==> src/rtl/core/pse_pkg.sv <==
// ----------------------------------------------------------------------------
// pse_pkg: shared types and constants of the postfix stack evaluator
// Token codes, status codes, the stack cell command type and defaults.
// ----------------------------------------------------------------------------
package pse_pkg;

   localparam int DefaultStackDepth = 64;
   localparam int ValueWidth        = 32;
   localparam int FuncWidth         = 3;
   localparam int OperandWidth      = 30;
   localparam int StatusWidth       = 2;

   localparam logic [FuncWidth-1:0] FUNC_OPERAND  = 3'd0;
   localparam logic [FuncWidth-1:0] FUNC_ADD      = 3'd1;
   localparam logic [FuncWidth-1:0] FUNC_SUB      = 3'd2;
   localparam logic [FuncWidth-1:0] FUNC_MUL      = 3'd3;
   localparam logic [FuncWidth-1:0] FUNC_DIV      = 3'd4;
   localparam logic [FuncWidth-1:0] FUNC_POW      = 3'd5;
   localparam logic [FuncWidth-1:0] FUNC_UNKNOWN  = 3'd6;
   localparam logic [FuncWidth-1:0] FUNC_RESERVED = 3'd7;

   localparam logic [StatusWidth-1:0] STATUS_OK      = 2'd0;
   localparam logic [StatusWidth-1:0] STATUS_UNKNOWN = 2'd1;
   localparam logic [StatusWidth-1:0] STATUS_COUNT   = 2'd2;

   // Command that every cell of the stack sees in the same cycle.
   typedef struct packed {
      logic push;
      logic pop;
   } cell_cmd_type;

endpackage

==> src/rtl/core/pse_alu.sv <==
// ----------------------------------------------------------------------------
// pse_alu: multi-cycle arithmetic unit
// Add and subtract straight from idle; multiply over registered steps; restoring
// division one bit a cycle; power by square-and-multiply, one step a cycle.
// ----------------------------------------------------------------------------
module pse_alu (
   input  logic                           clock,
   input  logic                           reset,
   input  logic                           start,
   input  logic [pse_pkg::FuncWidth-1:0]  func,
   input  logic [pse_pkg::ValueWidth-1:0] b_value,
   input  logic [pse_pkg::ValueWidth-1:0] a_value,
   output logic                           done,
   output logic [pse_pkg::ValueWidth-1:0] result
);
   import pse_pkg::*;

   localparam logic [2:0] ST_IDLE = 3'd0;
   localparam logic [2:0] ST_DIV  = 3'd1;
   localparam logic [2:0] ST_POW  = 3'd2;
   localparam logic [2:0] ST_MUL  = 3'd3;
   localparam logic [2:0] ST_DONE = 3'd4;

   logic [2:0]            state_ff, state_in;
   logic [5:0]            step_ff, step_in;
   logic [ValueWidth-1:0] acc_ff, acc_in;     // quotient or power accumulator
   logic [ValueWidth-1:0] rem_ff, rem_in;     // remainder or squared base
   logic [ValueWidth-1:0] opa_ff, opa_in;     // divisor magnitude or exponent
   logic [ValueWidth-1:0] res_ff, res_in;
   logic                  neg_ff, neg_in;
   logic [ValueWidth-1:0] mag_b, mag_a;
   logic [ValueWidth:0]   trial;

   always_comb begin
      mag_b = b_value[ValueWidth-1] ? (~b_value + 1'b1) : b_value;
      mag_a = a_value[ValueWidth-1] ? (~a_value + 1'b1) : a_value;
      trial = {rem_ff, acc_ff[ValueWidth-1]} - {1'b0, opa_ff};
   end

   always_comb begin
      state_in = state_ff;
      step_in  = step_ff;
      acc_in   = acc_ff;
      rem_in   = rem_ff;
      opa_in   = opa_ff;
      res_in   = res_ff;
      neg_in   = neg_ff;
      case (state_ff)
         ST_IDLE: begin
            if (start) begin
               state_in = ST_DONE;
               case (func)
                  FUNC_ADD: res_in = b_value + a_value;
                  FUNC_SUB: res_in = b_value - a_value;
                  FUNC_MUL: begin
                     acc_in   = b_value;
                     opa_in   = a_value;
                     state_in = ST_MUL;
                  end
                  FUNC_DIV: begin
                     if (a_value == '0) begin
                        res_in = '0;
                     end else begin
                        acc_in   = mag_b;
                        rem_in   = '0;
                        opa_in   = mag_a;
                        neg_in   = b_value[ValueWidth-1] ^ a_value[ValueWidth-1];
                        step_in  = '0;
                        state_in = ST_DIV;
                     end
                  end
                  FUNC_POW: begin
                     if (a_value[ValueWidth-1]) begin
                        if (b_value == 32'd1) begin
                           res_in = 32'd1;
                        end else if (b_value == '1) begin
                           res_in = a_value[0] ? '1 : 32'd1;
                        end else begin
                           res_in = '0;
                        end
                     end else begin
                        acc_in   = 32'd1;
                        rem_in   = b_value;
                        opa_in   = a_value;
                        step_in  = '0;
                        state_in = ST_POW;
                     end
                  end
                  default: res_in = '0;
               endcase
            end
         end
         ST_MUL: begin
            res_in   = acc_ff * opa_ff;
            state_in = ST_DONE;
         end
         ST_DIV: begin
            if (!trial[ValueWidth]) begin
               rem_in = trial[ValueWidth-1:0];
               acc_in = {acc_ff[ValueWidth-2:0], 1'b1};
            end else begin
               rem_in = {rem_ff[ValueWidth-2:0], acc_ff[ValueWidth-1]};
               acc_in = {acc_ff[ValueWidth-2:0], 1'b0};
            end
            step_in = step_ff + 1'b1;
            if (step_ff == 6'd31) begin
               state_in = ST_MUL;
               opa_in   = 32'd1;
               acc_in   = neg_ff ? (~acc_in + 1'b1) : acc_in;
            end
         end
         ST_POW: begin
            // Up to two products per step: the accumulator, when the exponent bit is set, and the squared base.
            if (opa_ff[0]) begin
               acc_in = acc_ff * rem_ff;
            end
            rem_in  = rem_ff * rem_ff;
            opa_in  = {1'b0, opa_ff[ValueWidth-1:1]};
            step_in = step_ff + 1'b1;
            if (step_ff == 6'd30) begin
               state_in = ST_MUL;
               opa_in   = 32'd1;
            end
         end
         ST_DONE: state_in = ST_IDLE;
         default: state_in = ST_IDLE;
      endcase
   end

   always_ff @(posedge clock) begin
      if (reset) begin
         state_ff <= ST_IDLE;
      end else begin
         state_ff <= state_in;
      end
      step_ff <= step_in;
      acc_ff  <= acc_in;
      rem_ff  <= rem_in;
      opa_ff  <= opa_in;
      res_ff  <= res_in;
      neg_ff  <= neg_in;
   end

   assign done   = (state_ff == ST_DONE);
   assign result = res_ff;
endmodule

==> config.mk <==
export PLATFORM = sky130hd
export DESIGN_NAME = pse_alu
export DESIGN_NICKNAME = d
export VERILOG_FILES = /design/src/rtl/core/pse_pkg.sv /design/src/rtl/core/pse_alu.sv
export SDC_FILE = /design/constraint.sdc
export NUM_CORES = 2
export LEC_CHECK = 0
export BUFFER_PORTS_ARGS = -buffer_cell sky130_fd_sc_hd__buf_2
export CORE_MARGIN = 2
export CORE_UTILIZATION = 55
export DETAILED_ROUTE_END_ITERATION = 8
export PLACE_DENSITY = 0.71
export SLEW_MARGIN = 20
export SYNTH_ARGS = -nofsm -noshare
export SYNTH_HDL_FRONTEND = slang
export SYNTH_SLANG_ARGS = --single-unit
==> constraint.sdc <==
create_clock -name clock -period 12.7 [get_ports clock]
set_clock_uncertainty 0.15 [all_clocks]
set_input_delay 2.54 -clock clock [delete_from_list [all_inputs] [get_ports clock]]
set_output_delay 2.54 -clock clock [all_outputs]
set_load 0.01 [all_outputs]
==> flow_summary.toml <==
[route]
detail-route-antenna-nets = 0
wirelength_um = 184000
detail_route.vias_per_cell = 5.85
drt_iter0_drc = 4040
post_drt_wl_per_cell_um = 24.0
via_count_of_the_routed_design = 45020
post-route-drc-count = 0
drt_pre_antenna_iters = 5

[layout]
area.growth.synth_to_final_pct = 4.28
area_taken_by_flip_flops_and_latches_sq_um = 4110
final_core_utilization_pct = 57.6
multi_input_area_sq_um = 46700
finalNetCount = 7998
drive_gt1_share_pct = 4.45
fillers = 9067

[sta]
rsz_0062_raised_after_global_routing = "false"
timing.final.crit_period_ps = 8830
final_hold_viol_count = 0
setup_viol = 0
worst_slack_ps = 3870
setup_tns_ps = 0
final.period_utilization_pct = 69.5
max_slew_margin_pct = 30.0
report.final.slew_viol_count = 0
worst_pin_slew_ps = 1050
highest_clock_rate_mhz = 113

[yosys]
yosys_register_bits = 138
ys_seq_area_share_pct = 7.22
mappedNetlistNets = 8113
mean_cell_area_of_the_mapped_netlist_sq_um = 8.88
primary_ff_master_synth = "sky130_fd_sc_hd__edfxtp_1"
synthesis.yosys.warnings = 0
synth-async-reset-ratio_pct = 0
ys_types = 86
edff_count_synth = 135
syn-cell-area_sq_um = 57000
synthCells = 6413

[grt]
grt_util_met1_pct = 44.8
grt_first_pass_wirelength_um = 286000
grtUsageMet3_pct = 6.84
global_route.usage.met2_pct = 57.7
grt_util_all_layers_pct = 35.8
antenna_found_initial = 9
busiest_metal_layer_after_global_routing = "met2"
global_route.overflow_total = 0
first_global_vias = 47950
grt_start_max_net_pins = 57

[setup_path]
critical_path_required_ps = 12790
critical-path-slowest-cell = "sky130_fd_sc_hd__edfxtp_1"
cp_data_arrival_time_ps = 8910
critPathKind = "register to register"
cp.buffers_inverters = 6
timing.critical_path.from_type = "register"
critPathMostFrequentCell = "sky130_fd_sc_hd__fa_1"
setup.worst_path.end_class = "register"
worstPathMaxFanout = 26
cp_top_family = "adder cells"
critical-path-max-stage-delay_ps = 840

[floorplanning]
core_area_sq_um = 103000
floorplan.initialDensity_pct = 55.2
die_width_um = 326
floorplan.die.height_um = 326
overall_die_area_sq_um = 106000
rows = 118
floorplan.io_pins = 103

[clock_network]
clock_path_buffers = 2
htree_num_levels = 4
clock_edge_transition_at_the_registers_on_the_reported_setup_and_hold_paths_ps = 70
cts_root_buf = "sky130_fd_sc_hd__clkbuf_16"
clock_sinks = 138
postCtsResizedCells = 0
numCtsBuffers = 17
post-cts-setup-buffer-count = 0
tritoncts = "built"
clock_insertion_delay_worst_skew_ps = 510
cts_hold_buffers = 0

[outcome]
outcome = "finished, final reports clean"

[hold_path]
timing.hold.worst.class = "register to register"

[place]
dp_hpwl_um = 142000
port_bufs = 102
worst_setup_slack_before_clock_tree_synthesis_ps = 3980
place_congestion = 0.992

[run]
drv_cap = 0
tightest hold or removal path, stage by stage (launching register included):
cell	delay, ps
sky130_fd_sc_hd__edfxtp_1	340
sky130_fd_sc_hd__nand2_1	50
sky130_fd_sc_hd__o21ai_0	60
logic make-up (layout without fill, tap and decap cells):
family	count (synthesis)	in the layout	share of synthesized area [%]
DFF	138	138	7.22
and+or+nand+nor	1924	1924	16.7
buffers and inverters	1647	1544	10.9
AOI/OAI and AO/OA	672	672	7.61
other	0	4	0
xor gates and xnor gates	388	388	5.98
adders and majority gates	1630	1630	51.4
muxes	14	14	0.248
per-stage QoR:
stage	std cells	hold slack, ps	area [sq um]
floorplan	6413	396	57000
global placement	7657	387	58700
detailed placement	7657	402	58700
CTS	7688	418	59300
global route	7690	460	59400
finish	7694	414	59400
cell usage after synthesis (13+ instances only):
master / instances / area (sq um)
sky130_fd_sc_hd__fa_1: 1182 / 23700
sky130_fd_sc_hd__nand2_1: 793 / 2980
sky130_fd_sc_hd__buf_1: 15 / 56.3
sky130_fd_sc_hd__and3_1: 17 / 106
sky130_fd_sc_hd__ha_1: 448 / 5610
sky130_fd_sc_hd__a31oi_1: 40 / 250
sky130_fd_sc_hd__nor2_1: 225 / 845
sky130_fd_sc_hd__o21bai_1: 21 / 158
sky130_fd_sc_hd__a21o_1: 76 / 571
sky130_fd_sc_hd__nand2b_1: 27 / 169
sky130_fd_sc_hd__mux2i_1: 13 / 130
sky130_fd_sc_hd__xnor2_1: 258 / 2260
sky130_fd_sc_hd__o31ai_1: 22 / 165
sky130_fd_sc_hd__nor3_1: 49 / 245
sky130_fd_sc_hd__a211oi_1: 14 / 105
sky130_fd_sc_hd__clkbuf_1: 325 / 1220
sky130_fd_sc_hd__nand3_1: 34 / 170
sky130_fd_sc_hd__nor2b_1: 25 / 156
sky130_fd_sc_hd__o41ai_1: 13 / 114
sky130_fd_sc_hd__and2_1: 648 / 4050
sky130_fd_sc_hd__o211ai_1: 14 / 105
sky130_fd_sc_hd__o21ai_0: 148 / 741
sky130_fd_sc_hd__a21oi_1: 169 / 846
sky130_fd_sc_hd__or3_1: 20 / 125
sky130_fd_sc_hd__o21a_1: 27 / 203
sky130_fd_sc_hd__inv_1: 1300 / 4880
sky130_fd_sc_hd__nand4_1: 19 / 119
sky130_fd_sc_hd__xor2_1: 129 / 1130
sky130_fd_sc_hd__a22oi_1: 33 / 248
sky130_fd_sc_hd__nor4_1: 15 / 93.8
sky130_fd_sc_hd__edfxtp_1: 135 / 4050
per-layer routing:
layer | wire, um | vias to the layer above
li1 | - | 19288
met4 | 13500 | 8
met2 | 84700 | 2434
met3 | 18100 | 617
met1 | 68100 | 22673
met5 | 51 | -
placed cells by master (no fill, tap or decap), types with 14 or more instances in the layout:
master / instances
sky130_fd_sc_hd__a211oi_1: 14
sky130_fd_sc_hd__a21o_1: 76
sky130_fd_sc_hd__a21oi_1: 168
sky130_fd_sc_hd__a22oi_1: 33
sky130_fd_sc_hd__a31oi_1: 40
sky130_fd_sc_hd__and2_1: 648
sky130_fd_sc_hd__and3_1: 17
sky130_fd_sc_hd__buf_2: 102
sky130_fd_sc_hd__buf_4: 108
sky130_fd_sc_hd__clkbuf_16: 17
sky130_fd_sc_hd__edfxtp_1: 135
sky130_fd_sc_hd__fa_1: 1182
sky130_fd_sc_hd__ha_1: 448
sky130_fd_sc_hd__inv_1: 1300
sky130_fd_sc_hd__nand2_1: 793
sky130_fd_sc_hd__nand2b_1: 27
sky130_fd_sc_hd__nand3_1: 34
sky130_fd_sc_hd__nand4_1: 19
sky130_fd_sc_hd__nor2_1: 222
sky130_fd_sc_hd__nor2b_1: 24
sky130_fd_sc_hd__nor3_1: 49
sky130_fd_sc_hd__nor4_1: 15
sky130_fd_sc_hd__o211ai_1: 14
sky130_fd_sc_hd__o21a_1: 27
sky130_fd_sc_hd__o21ai_0: 148
sky130_fd_sc_hd__o21bai_1: 21
sky130_fd_sc_hd__o31ai_1: 21
sky130_fd_sc_hd__or3_1: 20
sky130_fd_sc_hd__xnor2_1: 258
sky130_fd_sc_hd__xor2_1: 129
final timing paths:
path	start	end	slack, ps	cells past startpoint
max	rem_ff[2]	rem_ff[29]	3870	26
min	opa_ff[6]	opa_ff[5]	410	2
max reg2reg	rem_ff[2]	rem_ff[29]	3870	26
min reg2reg	opa_ff[6]	opa_ff[5]	410	2
final cells by class:
class                           count  area share (%)
Timing Repair Buffer              212            2.30
Inverter                         1301            8.22
Sequential cell                   138            6.93
Tap cell                         1380            2.91
Clock buffer                       17           0.716
Antenna cell                        4          0.0168
Clock inverter                     14           0.312
Multi-Input combinational cell   4628            78.6
flip-flops by register name, indices dropped and copies added (netlist names):
name,count
state_ff,3
step_ff,6
rem_ff,32
neg_ff,1
opa_ff,32
acc_ff,32
result,32
Power is left out: the tool's default activity adds up to more than one toggle a clock period on the data nets, which glitch-free logic cannot reach.
