[src/rtl/core/pse_pkg.sv]
// ----------------------------------------------------------------------------
// pse_pkg: shared types and constants of the postfix stack evaluator
// Token codes, status codes, the stack cell command type and defaults.
// ----------------------------------------------------------------------------
package pse_pkg;

   localparam int DefaultStackDepth = 64;
   localparam int ValueWidth        = 32;
   localparam int FuncWidth         = 3;
   localparam int OperandWidth      = 30;
   localparam int StatusWidth       = 2;

   localparam logic [FuncWidth-1:0] FUNC_OPERAND  = 3'd0;
   localparam logic [FuncWidth-1:0] FUNC_ADD      = 3'd1;
   localparam logic [FuncWidth-1:0] FUNC_SUB      = 3'd2;
   localparam logic [FuncWidth-1:0] FUNC_MUL      = 3'd3;
   localparam logic [FuncWidth-1:0] FUNC_DIV      = 3'd4;
   localparam logic [FuncWidth-1:0] FUNC_POW      = 3'd5;
   localparam logic [FuncWidth-1:0] FUNC_UNKNOWN  = 3'd6;
   localparam logic [FuncWidth-1:0] FUNC_RESERVED = 3'd7;

   localparam logic [StatusWidth-1:0] STATUS_OK      = 2'd0;
   localparam logic [StatusWidth-1:0] STATUS_UNKNOWN = 2'd1;
   localparam logic [StatusWidth-1:0] STATUS_COUNT   = 2'd2;

   // Command that every cell of the stack sees in the same cycle.
   typedef struct packed {
      logic push;
      logic pop;
   } cell_cmd_type;

endpackage

[src/rtl/core/pse_cell.sv]
// ----------------------------------------------------------------------------
// pse_cell: one entry of the shift stack
// On a push it takes its upper neighbor's value, on a pop its lower one's.
// ----------------------------------------------------------------------------
module pse_cell (
   input  logic                       clock,
   input  pse_pkg::cell_cmd_type      cmd,
   input  logic [pse_pkg::ValueWidth-1:0] from_above,
   input  logic [pse_pkg::ValueWidth-1:0] from_below,
   output logic [pse_pkg::ValueWidth-1:0] value
);
   import pse_pkg::*;

   logic [ValueWidth-1:0] value_ff, value_in;

   always_comb begin
      value_in = value_ff;
      if (cmd.push) begin
         value_in = from_above;
      end else if (cmd.pop) begin
         value_in = from_below;
      end
   end

   always_ff @(posedge clock) begin
      value_ff <= value_in;
   end

   assign value = value_ff;
endmodule

[config.mk]
export PLATFORM = sky130hd
export DESIGN_NAME = pse_cell
export DESIGN_NICKNAME = d
export VERILOG_FILES = /design/src/rtl/core/pse_pkg.sv /design/src/rtl/core/pse_cell.sv
export SDC_FILE = /design/constraint.sdc
export NUM_CORES = 1
export LEC_CHECK = 0
export ABC_CLOCK_PERIOD_IN_PS = 2300
export CAP_MARGIN = 20
export CORE_MARGIN = 2
export CORE_UTILIZATION = 25
export CTS_BUF_LIST = sky130_fd_sc_hd__clkbuf_8 sky130_fd_sc_hd__clkbuf_16
export CTS_CLUSTER_DIAMETER = 60
export CTS_CLUSTER_SIZE = 16
export DETAILED_ROUTE_END_ITERATION = 8
export DONT_BUFFER_PORTS = 1
export GPL_ROUTABILITY_DRIVEN = 0
export PLACE_DENSITY = 0.4
export SLEW_MARGIN = 20
export SYNTH_ARGS = -nofsm -noshare
export SYNTH_HDL_FRONTEND = slang
export SYNTH_SLANG_ARGS = --single-unit
[constraint.sdc]
create_clock -name clock -period 2.3 [get_ports clock]
set_input_delay 0.345 -clock clock [delete_from_list [all_inputs] [get_ports clock]]
set_output_delay 0.345 -clock clock [all_outputs]
set_load 0.02 [all_outputs]
==> results of run 1 <==
-- per-stage QoR --
stage                     instance area [sq um]  hold WS (ns)  cells  power [W]
after floorplan                            1510         0.562     69   0.000935
after global placement                     1540         0.564    141   0.000934
after detailed placement                   1540         0.565    141   0.000936
after CTS                                  1610         0.269    148    0.00134
after global routing                       1610         0.265    148    0.00137
final                                      1610         0.281    148    0.00131
-- routing by layer --
layer	part of all wire (%)	global-route usage, %	vias to the layer above
met5	0	0	-
met4	4.1	6.33	0
met3	11	3.85	7
met2	51	13.0	52
met1	34	6.60	298
li1	-	-	273
-- where the power goes --
part	switching (W)	total [W]	internal, W
Clock	0.000189	0.000388	0.000199
Combinational	0.0000231	0.0000882	0.0000651
Sequential	0.000107	0.000830	0.000723
Total	0.000319	0.00131	0.000987
-- worst min path at each step --
stage	startpoint	to	slack (ns)	cells after the start
global placement	from_above[27]	value[27]	0.56	1
detailed placement	from_above[8]	value[8]	0.56	1
floorplan	from_above[0]	value[0]	0.56	1
finish	from_above[8]	value[8]	0.28	1
global route	from_above[1]	value[1]	0.26	1
CTS	from_above[15]	value[15]	0.27	1
-- cells by family after synthesis --
logic type             Yosys count
DFF                             32
buffers and inverters            4
muxes                           32
and+or+nand+nor                  1
-- area by class of cell --
cell class	count	area, sq um	share of cell area [%]
Clock buffer	5	68.8	4.26
Clock inverter	2	7.51	0.465
Multi-Input combinational cell	33	475	29.5
Sequential cell	32	961	59.5
Tap cell	75	93.8	5.81
Timing Repair Buffer	1	7.51	0.465
-- cells in the final DEF (no fill, tap or decap) --
cell type	Yosys	routed
sky130_fd_sc_hd__clkbuf_8	0	5
sky130_fd_sc_hd__mux2_2	3	3
sky130_fd_sc_hd__or2_1	1	1
sky130_fd_sc_hd__mux2_4	29	29
sky130_fd_sc_hd__buf_4	0	1
sky130_fd_sc_hd__edfxtp_1	32	32
sky130_fd_sc_hd__clkinv_1	0	2
==> reports/results.env, run 1 <==
MAPPED_CELLS=69
VDD.IR_DROP.WORST_V=0.000200
POST_SYNTH_FA_HA_MAJ_AREA_FRACTION_PCT=0
GRT_START_MAX_NET_PINS=34
IO_BUFFERS=0
DRC=0
CRITICAL_PATH_BUF_INV_COUNT=1
NUMBER_OF_BUFFERS_CREATED_BY_CTS=5
DR.PASS1.ITERS=2
SETUP.WORST_PATH.END_CLASS='flop'
YS_ASYNC_SR_FRACTION_PCT=0
SYN-CELL-AREA_SQ_UM=1510
CTS-ROOT-TO-SINK-BUFFERS=2
POWER.DENSITY_CELL_AREA_nW_PER_UM2=809
POST_CTS_BUFFERS=0
DRT_FIRST_ITER_VIOLATIONS=14
WORST-ENDPOINT-ARRIVAL_NS=1.42
FRACTION_OF_THE_MAPPED_NETLIST_AREA_IN_COMPOUND_GATES_PCT=0
TNS_NS=0
POSTSYNTHNETCOUNT=136
LARGEST_REGISTER_FF_COUNT=32
POSTLAYOUTSETUPSLACKWORST_NS=0.863
PLACE_WORST_SETUP_SLACK_NS=0.556
ROW_COUNT=28
CRIT_REQUIRED_NS=2.28
TIMING.FINAL.CRIT_SHARE_PCT=62.5
SYNTH_TOP_CELL_AREA_SHARE_PCT=63.7
SYNTH-WARNING-COUNT=0
CRITICAL_PATH_CELL_COUNT=2
YS_TOP_CELLS_BY_AREA='sky130_fd_sc_hd__edfxtp_1 64%, sky130_fd_sc_hd__mux2_4 29%, sky130_fd_sc_hd__buf_12 4.0%'
CTSHTREEMAXLEVEL=2
AREA.GROWTH.SYNTH_TO_FINAL_PCT=7.05
CRITPATHLAUNCHTYPE='primary input'
DIE_H_MICRONS=81.7
SYNTHESIS.AREA_PER_INSTANCE_SQ_UM=21.9
POST-ROUTE-UTIL_PCT=27.4
SLEW_VIOLATIONS=0
CTS_TREE='yes'
CTS.SINK_COUNT=32
CRITICAL_PATH.CELL_CHAIN='or2_1 > buf_4'
GRT_PASS1_VIAS=653
NETS=140
CRIT_PATH_TOP_DELAY_CELL='sky130_fd_sc_hd__or2_1'
DRTANTENNAVIOLNETS=0
LARGEST_FAMILY_OF_LOGIC_CELLS_BY_SYNTHESIZED_AREA='multiplexers'
WORST_SLEW_PIN_SLEW_NS=0.940
MAXSLEWHEADROOM_PCT=37.3
ROUTED_WL_MM=2.61
NUMBER_OF_HOLD_BUFFERS_ADDED_AFTER_CTS=0
LAYOUT.FILLER_CELLS=603
INITIAL_CORE_UTIL_PCT=25.6
VIA_PER_INST=4.26
CRITICAL_PATH.STARTPOINT='cmd[1]'
DRIVE_ABOVE_1_SHARE_PCT=52.1
YOSYS_REGISTER_BITS=32
SYNTH_COMMONEST_CELLS='32 x sky130_fd_sc_hd__edfxtp_1, 29 x sky130_fd_sc_hd__mux2_4, 3 x sky130_fd_sc_hd__buf_12, 3 x sky130_fd_sc_hd__mux2_2'
GRT_REMAINING_OVERFLOW=0
CRITICAL_PATH_CLASS='primary input to flop'
ANTENNA_FOUND_INITIAL=0
DIE_AREA_SQ_UM=6670
RUN_STATUS='finished, final reports clean'
DIE_W_MICRONS=81.7
SYNTH_SEQUENTIAL_AREA_RATIO_PCT=63.7
NUM_ANTENNA_CELLS=0
CAP_VIOLATIONS=0
GRT_PASS1_WL_MM=3.47
POWER.LEAKAGE_nW=0.621
YOSYS.AREA_SHARE.SIMPLE_PCT=0.415
CLK_PIN_SLEW_WORST_PATHS_NS=0.06
CTS_ROOT_BUFFER='sky130_fd_sc_hd__clkbuf_8'
MAXCLOCKFREQUENCY_GHz=0.696
TOP_LEVEL_PORTS=99
SETUP_VIOL=0
MAX_STAGE_DELAY_NS=0.71
SYNTHMOSTINSTANTIATEDCELL='sky130_fd_sc_hd__edfxtp_1'
MIN_PATH_TYPE='primary input to flop'
WL_PER_CELL_MICRONS=17.7
SYNTH_CELL_TYPES=6
ROUTE.VIAS.TOTAL=630
YS_DOMINANT_REG_CELL='sky130_fd_sc_hd__edfxtp_1'
CRITICAL_PATH.ENDPOINT='value[6]'
CRITICAL_PATH.MAX_FANOUT=33
CORE_AREA_SQ_UM=5890
UNREPAIRED_SETUP_ENDPOINTS_AFTER_GLOBAL_ROUTING='no'
POST_SYNTH_MUX_AREA_SHARE_PCT=31.1
CTS_RESIZED=0
NUMBER_OF_SYNTHESIZED_FLOPS_WITH_AN_ENABLE_PIN=32
SYNTHXORXNORAREAFRAC_PCT=0
CP_TOP_FAMILY='simple AND/OR/NAND/NOR gates'
FINAL_PERIOD_MINUS_WORST_SETUP_SLACK_NS=1.44
TRACK_USAGE_PCT=7.62
POST-SYNTH-TOP-AREA-CELL='sky130_fd_sc_hd__edfxtp_1'
FINALHOLDVIOLATIONS=0
Note: power is estimated with default switching activity, not from simulation.
==> run 2, diff against run 1 <==
--- a/config.mk
+++ b/config.mk
@@ -5,7 +5,8 @@
 export SDC_FILE = /design/constraint.sdc
 export NUM_CORES = 1
 export LEC_CHECK = 0
-export ABC_CLOCK_PERIOD_IN_PS = 2300
+export ABC_AREA = 1
+export ABC_CLOCK_PERIOD_IN_PS = 1270
 export CAP_MARGIN = 20
 export CORE_MARGIN = 2
 export CORE_UTILIZATION = 25
@@ -15,7 +16,7 @@
 export DETAILED_ROUTE_END_ITERATION = 8
 export DONT_BUFFER_PORTS = 1
 export GPL_ROUTABILITY_DRIVEN = 0
-export PLACE_DENSITY = 0.4
+export PLACE_DENSITY = 0.42
 export SLEW_MARGIN = 20
 export SYNTH_ARGS = -nofsm -noshare
 export SYNTH_HDL_FRONTEND = slang
==> constraint.sdc (replaced) <==
create_clock -name clock -period 1.27 [get_ports clock]
set_input_delay 0.1905 -clock clock [delete_from_list [all_inputs] [get_ports clock]]
set_output_delay 0.1905 -clock clock [all_outputs]
set_load 0.02 [all_outputs]
==> reports/results.env, run 2 <==
CRITPATHLAUNCHTYPE='flop'
SYN-CELL-AREA_SQ_UM=1400
YS_DOMINANT_REG_CELL='sky130_fd_sc_hd__edfxtp_1'
WHS_PATH_DEPTH=2
TNS_NS=0
DIE_W_MICRONS=78.9
GRT_PASS1_VIAS=906
CLOCK_NETWORK_POWER_SHARE_PCT=36.2
MIN_PATH_TYPE='primary input to flop'
SEQCELLAREA_SQ_UM=961
ROUTE.TOP_LAYER_USED='met4'
DIE_H_MICRONS=78.9
POWER.LEAKAGE_nW=0.677
POST-SYNTH-TOP-AREA-CELL='sky130_fd_sc_hd__edfxtp_1'
PLACE_WORST_SETUP_SLACK_NS=0.0851
GRT_PASS1_WL_MM=4.42
SYNTH_CELL_TYPES=6
DR.PASS1.ITERS=4
SYNTH-WARNING-COUNT=0
NETSWITCHINGFRACTION_PCT=24.2
ROUTE.LAYER.MET1.WL_MM=1.05
PWR-SHARE-COMB_PCT=4.5
CRITICAL_PATH.MAX_FANOUT=1
MAXSLEWHEADROOM_PCT=51.1
ROUTE.VIAS.TOTAL=863
GRT_REMAINING_OVERFLOW=0
NUMBER_OF_HOLD_BUFFERS_ADDED_AFTER_CTS=0
MULTI_INPUT_AREA_SQ_UM=367
UNREPAIRED_SETUP_ENDPOINTS_AFTER_GLOBAL_ROUTING='no'
FINAL_PERIOD_MINUS_WORST_SETUP_SLACK_NS=0.961
DRC=0
ROUTED-WL-MET3_MICRONS=300
YS_ASYNC_SR_FRACTION_PCT=0
MAPPED_CELLS=137
ANTENNA_FOUND_INITIAL=0
LAYOUT.CELLS.MOST_COMMON_LIST='96 x sky130_fd_sc_hd__nand2_1, 32 x sky130_fd_sc_hd__edfxtp_1, 5 x sky130_fd_sc_hd__clkbuf_8'
POSTSYNTHNETCOUNT=204
VDD.IR_DROP.WORST_V=0.000510
CTS_RESIZED=0
VIA_PER_INST=4.11
WORST-ENDPOINT-ARRIVAL_NS=0.77
SYNTH_COMMONEST_CELLS='96 x sky130_fd_sc_hd__nand2_1, 32 x sky130_fd_sc_hd__edfxtp_1, 4 x sky130_fd_sc_hd__buf_6, 3 x sky130_fd_sc_hd__buf_4'
POST_CTS_BUFFERS=0
SETUP.WORST_PATH.END_CLASS='output port'
YOSYS_REGISTER_BITS=32
CRITICAL_PATH_CLASS='flop to output port'
INITIAL_CORE_UTIL_PCT=25.6
DR_WL_MET2_MM=1.58
SLEW_VIOLATIONS=0
CTS_ROOT_BUFFER='sky130_fd_sc_hd__clkbuf_8'
SYNTH_TOP_CELL_AREA_SHARE_PCT=68.6
POST-ROUTE-UTIL_PCT=28.0
CORE_AREA_SQ_UM=5470
NUM_ANTENNA_CELLS=0
RUN_STATUS='finished, final reports clean'
SYNTH_SEQUENTIAL_AREA_RATIO_PCT=68.6
LARGEST_REGISTER_FF_COUNT=32
POWER.DENSITY_CELL_AREA_nW_PER_UM2=1660
DIE_AREA_SQ_UM=6220
SYNTHESIS.AREA_PER_INSTANCE_SQ_UM=10.2
IO_BUFFERS=0
MIN-DELAY-START='from_below[1]'
INTERNAL_W=0.00192
CTSHTREEMAXLEVEL=2
HOLD-PATH-ENDPOINT='value[1]'
TIMING.FINAL.CRIT_SHARE_PCT=75.7
WORST_SLEW_PIN_SLEW_NS=0.733
DRTANTENNAVIOLNETS=0
ROW_COUNT=27
ROUTED_WL_MM=3.00
SWITCHING_COMPONENT_OF_THE_POWER_W=0.000613
AREA.GROWTH.SYNTH_TO_FINAL_PCT=9.29
POWER.SEQUENTIAL.FRACTION_PCT=59.2
CLK_PIN_SLEW_WORST_PATHS_NS=0.06
CAP_VIOLATIONS=0
YS_TOP_CELLS_BY_AREA='sky130_fd_sc_hd__edfxtp_1 69%, sky130_fd_sc_hd__nand2_1 26%, sky130_fd_sc_hd__buf_6 3.2%'
TOP_LEVEL_PORTS=99
NETS=204
LAYOUT.FILLER_CELLS=604
DRT_FIRST_ITER_VIOLATIONS=30
DRIVE_ABOVE_1_SHARE_PCT=6.52
SYNTHMOSTINSTANTIATEDCELL='sky130_fd_sc_hd__nand2_1'
SETUP_VIOL=0
GRT_START_MAX_NET_PINS=35
FINALHOLDVIOLATIONS=0
NUMBER_OF_SYNTHESIZED_FLOPS_WITH_AN_ENABLE_PIN=32
MOSTFREQUENTLAYOUTCELL='sky130_fd_sc_hd__nand2_1'
CTS.SINK_COUNT=32
HOLD_SLACK_NS=0.0924
MAXCLOCKFREQUENCY_GHz=1.04
CRIT_REQUIRED_NS=1.08
CTS-ROOT-TO-SINK-BUFFERS=2
CRITICAL_PATH.STARTPOINT='value[21]'
CTS_TREE='yes'
TRACK_USAGE_PCT=9.66
WL_PER_CELL_MICRONS=14.3
POSTLAYOUTSETUPSLACKWORST_NS=0.309
NUMBER_OF_BUFFERS_CREATED_BY_CTS=5
==> run 2: changes by cell type in the layout (fill, tap and decap cells not counted) <==
| cell | delta |
|---|---|
| sky130_fd_sc_hd__or2_1 | -1 |
| sky130_fd_sc_hd__clkinv_2 | +1 |
| sky130_fd_sc_hd__nand2_1 | +96 |
| sky130_fd_sc_hd__clkinv_1 | -2 |
| sky130_fd_sc_hd__inv_4 | +1 |
| sky130_fd_sc_hd__buf_4 | -1 |
| sky130_fd_sc_hd__inv_1 | +1 |
| sky130_fd_sc_hd__mux2_4 | -29 |
| sky130_fd_sc_hd__or2_2 | +1 |
| sky130_fd_sc_hd__bufinv_16 | +1 |
| sky130_fd_sc_hd__mux2_2 | -3 |
==> run 2: worst max path at each step <==
stage                endpoint  slack, ns  cells past startpoint
floorplan            value[0]       0.12                      2
CTS                  value[5]       0.29                      0
global placement     value[8]       0.11                      1
finish              value[21]       0.31                      0
detailed placement   value[8]       0.09                      1
global route         value[2]       0.27                      0
==> run 2: final cells by class <==
cell class                 instances  share of cell area (%)
sequential                        32                    62.7
tap                               72                    5.88
multi-input combinational         97                    23.9
clock buffer                       5                    4.49
inverter                           1                   0.408
clock inverter                     3                    2.53
==> run 2: cells by family (layout without fill, tap and decap cells) <==
group                  count (synthesis)  count (layout)  share of synthesized area, %
buffers and inverters                  8               9                          5.27
flip-flops                            32              32                          68.6
AND/OR/NAND/NOR                       97              97                          26.2
==> run 2: power by group through the flow <==
| stage | sequential [W] | clock, W | combinational [W] |
|---|---|---|---|
| after global routing | 0.00151 | 0.00101 | 0.000138 |
| after CTS | 0.00151 | 0.000957 | 0.000119 |
| after detailed placement | 0.00153 | 0 | 0.000120 |
| after global placement | 0.00153 | 0 | 0.000114 |
| final | 0.00150 | 0.000918 | 0.000115 |
| after floorplan | 0.00151 | 0 | 0.000125 |
==> run 2: routing by layer <==
layer | vias to the layer above | global-route usage [%]
met2 | 50 | 17.1
li1 | 434 | -
met3 | 5 | 5.57
met4 | 0 | 4.83
met5 | - | 0
met1 | 374 | 8.77
==> run 2: per-stage QoR <==
step                std cells  power (W)  cell area, sq um
floorplan                 137    0.00163              1400
global placement          202    0.00164              1420
detailed placement        202    0.00165              1420
CTS                       210    0.00258              1530
global route              210    0.00266              1530
finish                    210    0.00254              1530
==> run 3, diff against run 2 <==
--- a/config.mk
+++ b/config.mk
@@ -6,7 +6,7 @@
 export NUM_CORES = 1
 export LEC_CHECK = 0
 export ABC_AREA = 1
-export ABC_CLOCK_PERIOD_IN_PS = 1270
+export ABC_CLOCK_PERIOD_IN_PS = 1000
 export CAP_MARGIN = 20
 export CORE_MARGIN = 2
 export CORE_UTILIZATION = 25
@@ -16,7 +16,7 @@
 export DETAILED_ROUTE_END_ITERATION = 8
 export DONT_BUFFER_PORTS = 1
 export GPL_ROUTABILITY_DRIVEN = 0
-export PLACE_DENSITY = 0.42
+export PLACE_DENSITY = 0.4
 export SLEW_MARGIN = 20
 export SYNTH_ARGS = -nofsm -noshare
 export SYNTH_HDL_FRONTEND = slang
==> constraint.sdc (replaced) <==
create_clock -name clock -period 1 [get_ports clock]
set_input_delay 0.15 -clock clock [delete_from_list [all_inputs] [get_ports clock]]
set_output_delay 0.15 -clock clock [all_outputs]
set_load 0.02 [all_outputs]
==> reports/results.env, run 3 (synthesis results as in run 2) <==
MAXCLOCKFREQUENCY_GHz=1.08
CTS-ROOT-TO-SINK-BUFFERS=2
HOLD-PATH-ENDPOINT='value[17]'
POST_CTS_BUFFERS=0
CRITICAL_PATH.MAX_FANOUT=1
RUN_STATUS='finished, final reports clean'
FINALHOLDVIOLATIONS=0
DRT_FIRST_ITER_VIOLATIONS=27
POST_LAYOUT_NONFILLER_INSTANCES=210
ANTENNA_FOUND_INITIAL=0
TOP_LEVEL_PORTS=99
CLK_PIN_SLEW_WORST_PATHS_NS=0.06
DIE_W_MICRONS=78.9
SLEW_VIOLATIONS=0
GRT_PASS1_VIAS=858
CAP_VIOLATIONS=0
DR.PASS1.ITERS=4
GRT_START_MAX_NET_PINS=35
POWER.DENSITY_CELL_AREA_nW_PER_UM2=1960
DPL.CELL_COUNT=202
GRT_PASS1_WL_MM=4.24
NUMBER_OF_BUFFERS_CREATED_BY_CTS=5
LARGEST_REGISTER_FF_COUNT=32
DIE_H_MICRONS=78.9
DRIVE_ABOVE_1_SHARE_PCT=5.07
DRTANTENNAVIOLNETS=0
CRIT_REQUIRED_NS=0.85
AREA.GROWTH.SYNTH_TO_FINAL_PCT=7.50
CTS.SINK_COUNT=32
TNS_NS=0
CTSHTREEMAXLEVEL=2
LAYOUT.CELLS.MOST_COMMON_LIST='96 x sky130_fd_sc_hd__nand2_1, 32 x sky130_fd_sc_hd__edfxtp_1, 5 x sky130_fd_sc_hd__clkbuf_8'
INITIAL_CORE_UTIL_PCT=25.6
CTS_RESIZED=0
CTS_ROOT_BUFFER='sky130_fd_sc_hd__clkbuf_8'
TIMING.FINAL.CRIT_SHARE_PCT=92.3
POST-LAYOUT-TOTAL-POWER_W=0.00296
WORST_SLEW_PIN_SLEW_NS=0.439
IO_BUFFERS=0
WL_PER_CELL_MICRONS=14.1
MIN_PATH_TYPE='primary input to flop'
TRACK_USAGE_PCT=9.41
ROUTED_WL_MM=2.97
NUMBER_OF_HOLD_BUFFERS_ADDED_AFTER_CTS=0
SETUP.WORST_PATH.END_CLASS='output port'
SETUP_VIOL=0
VIA_PER_INST=4.22
CRITICAL_PATH_CLASS='flop to output port'
UNREPAIRED_SETUP_ENDPOINTS_AFTER_GLOBAL_ROUTING='no'
MIN-DELAY-START='from_below[17]'
ROW_COUNT=27
MAXSLEWHEADROOM_PCT=70.7
CTS_TREE='yes'
GRT_REMAINING_OVERFLOW=0
ROUTE.VIAS.TOTAL=887
NUM_ANTENNA_CELLS=0
CORE_AREA_SQ_UM=5470
WORST-ENDPOINT-ARRIVAL_NS=0.77
DIE_AREA_SQ_UM=6220
FINAL_PERIOD_MINUS_WORST_SETUP_SLACK_NS=0.923
NETS=204
LAYOUT.FILLER_CELLS=589
CRITPATHLAUNCHTYPE='flop'
MOSTFREQUENTLAYOUTCELL='sky130_fd_sc_hd__nand2_1'
DETAILED_PLACE_HPWL_MM=2.11
VDD.IR_DROP.WORST_V=0.000425
DRC=0
POWER.LEAKAGE_nW=0.667
WHS_PATH_DEPTH=2
run 3: area by class of cell:
class | instances | area (sq um) | share of cell area (%)
sequential | 32 | 961 | 63.8
multi-input combinational | 97 | 369 | 24.5
tap | 72 | 90.1 | 5.98
clock buffer | 5 | 68.8 | 4.57
clock inverter | 3 | 11.3 | 0.748
inverter | 1 | 6.26 | 0.415
run 3: report_power, final:
group	total, W	internal, W	switching (W)
Sequential	0.00191	0.00166	0.000245
Combinational	0.000146	0.0000510	0.0000949
Clock	0.000906	0.000463	0.000443
Total	0.00296	0.00218	0.000783
run 3: worst max-delay path by stage:
stage	startpoint	endpoint	cells after the start	slack, ns
3_3_place_gp	cmd[1]	value[0]	1	0.09
6_report	value[29]	value[29]	0	0.08
3_5_place_dp	cmd[1]	value[6]	1	0.07
4_1_cts	value[29]	value[29]	0	0.06
2_1_floorplan	cmd[1]	value[0]	2	0.08
5_1_grt	value[24]	value[24]	0	0.05
run 3: metrics by stage:
stage                     hold WS, ns  area, sq um  utilization [%]  worst slack [ns]
after global routing           0.0327         1510             27.5            0.0472
after detailed placement        0.334         1430             26.1            0.0681
after global placement          0.333         1430             26.1            0.0887
final                          0.0488         1510             27.5            0.0769
after floorplan                 0.329         1400                -            0.0811
after CTS                      0.0340         1510             27.5            0.0594
run 3: routing by layer:
metal  part of all wire (%)  track usage, %  routed length [microns]  vias to the layer above
met4                    3.4            6.72                      100                        0
met3                     11            5.57                      330                        7
met2                     51            15.5                     1500                       54
li1                       -               -                        -                      434
met1                     35            8.60                     1040                      392
met5                      0               0                        0                        -
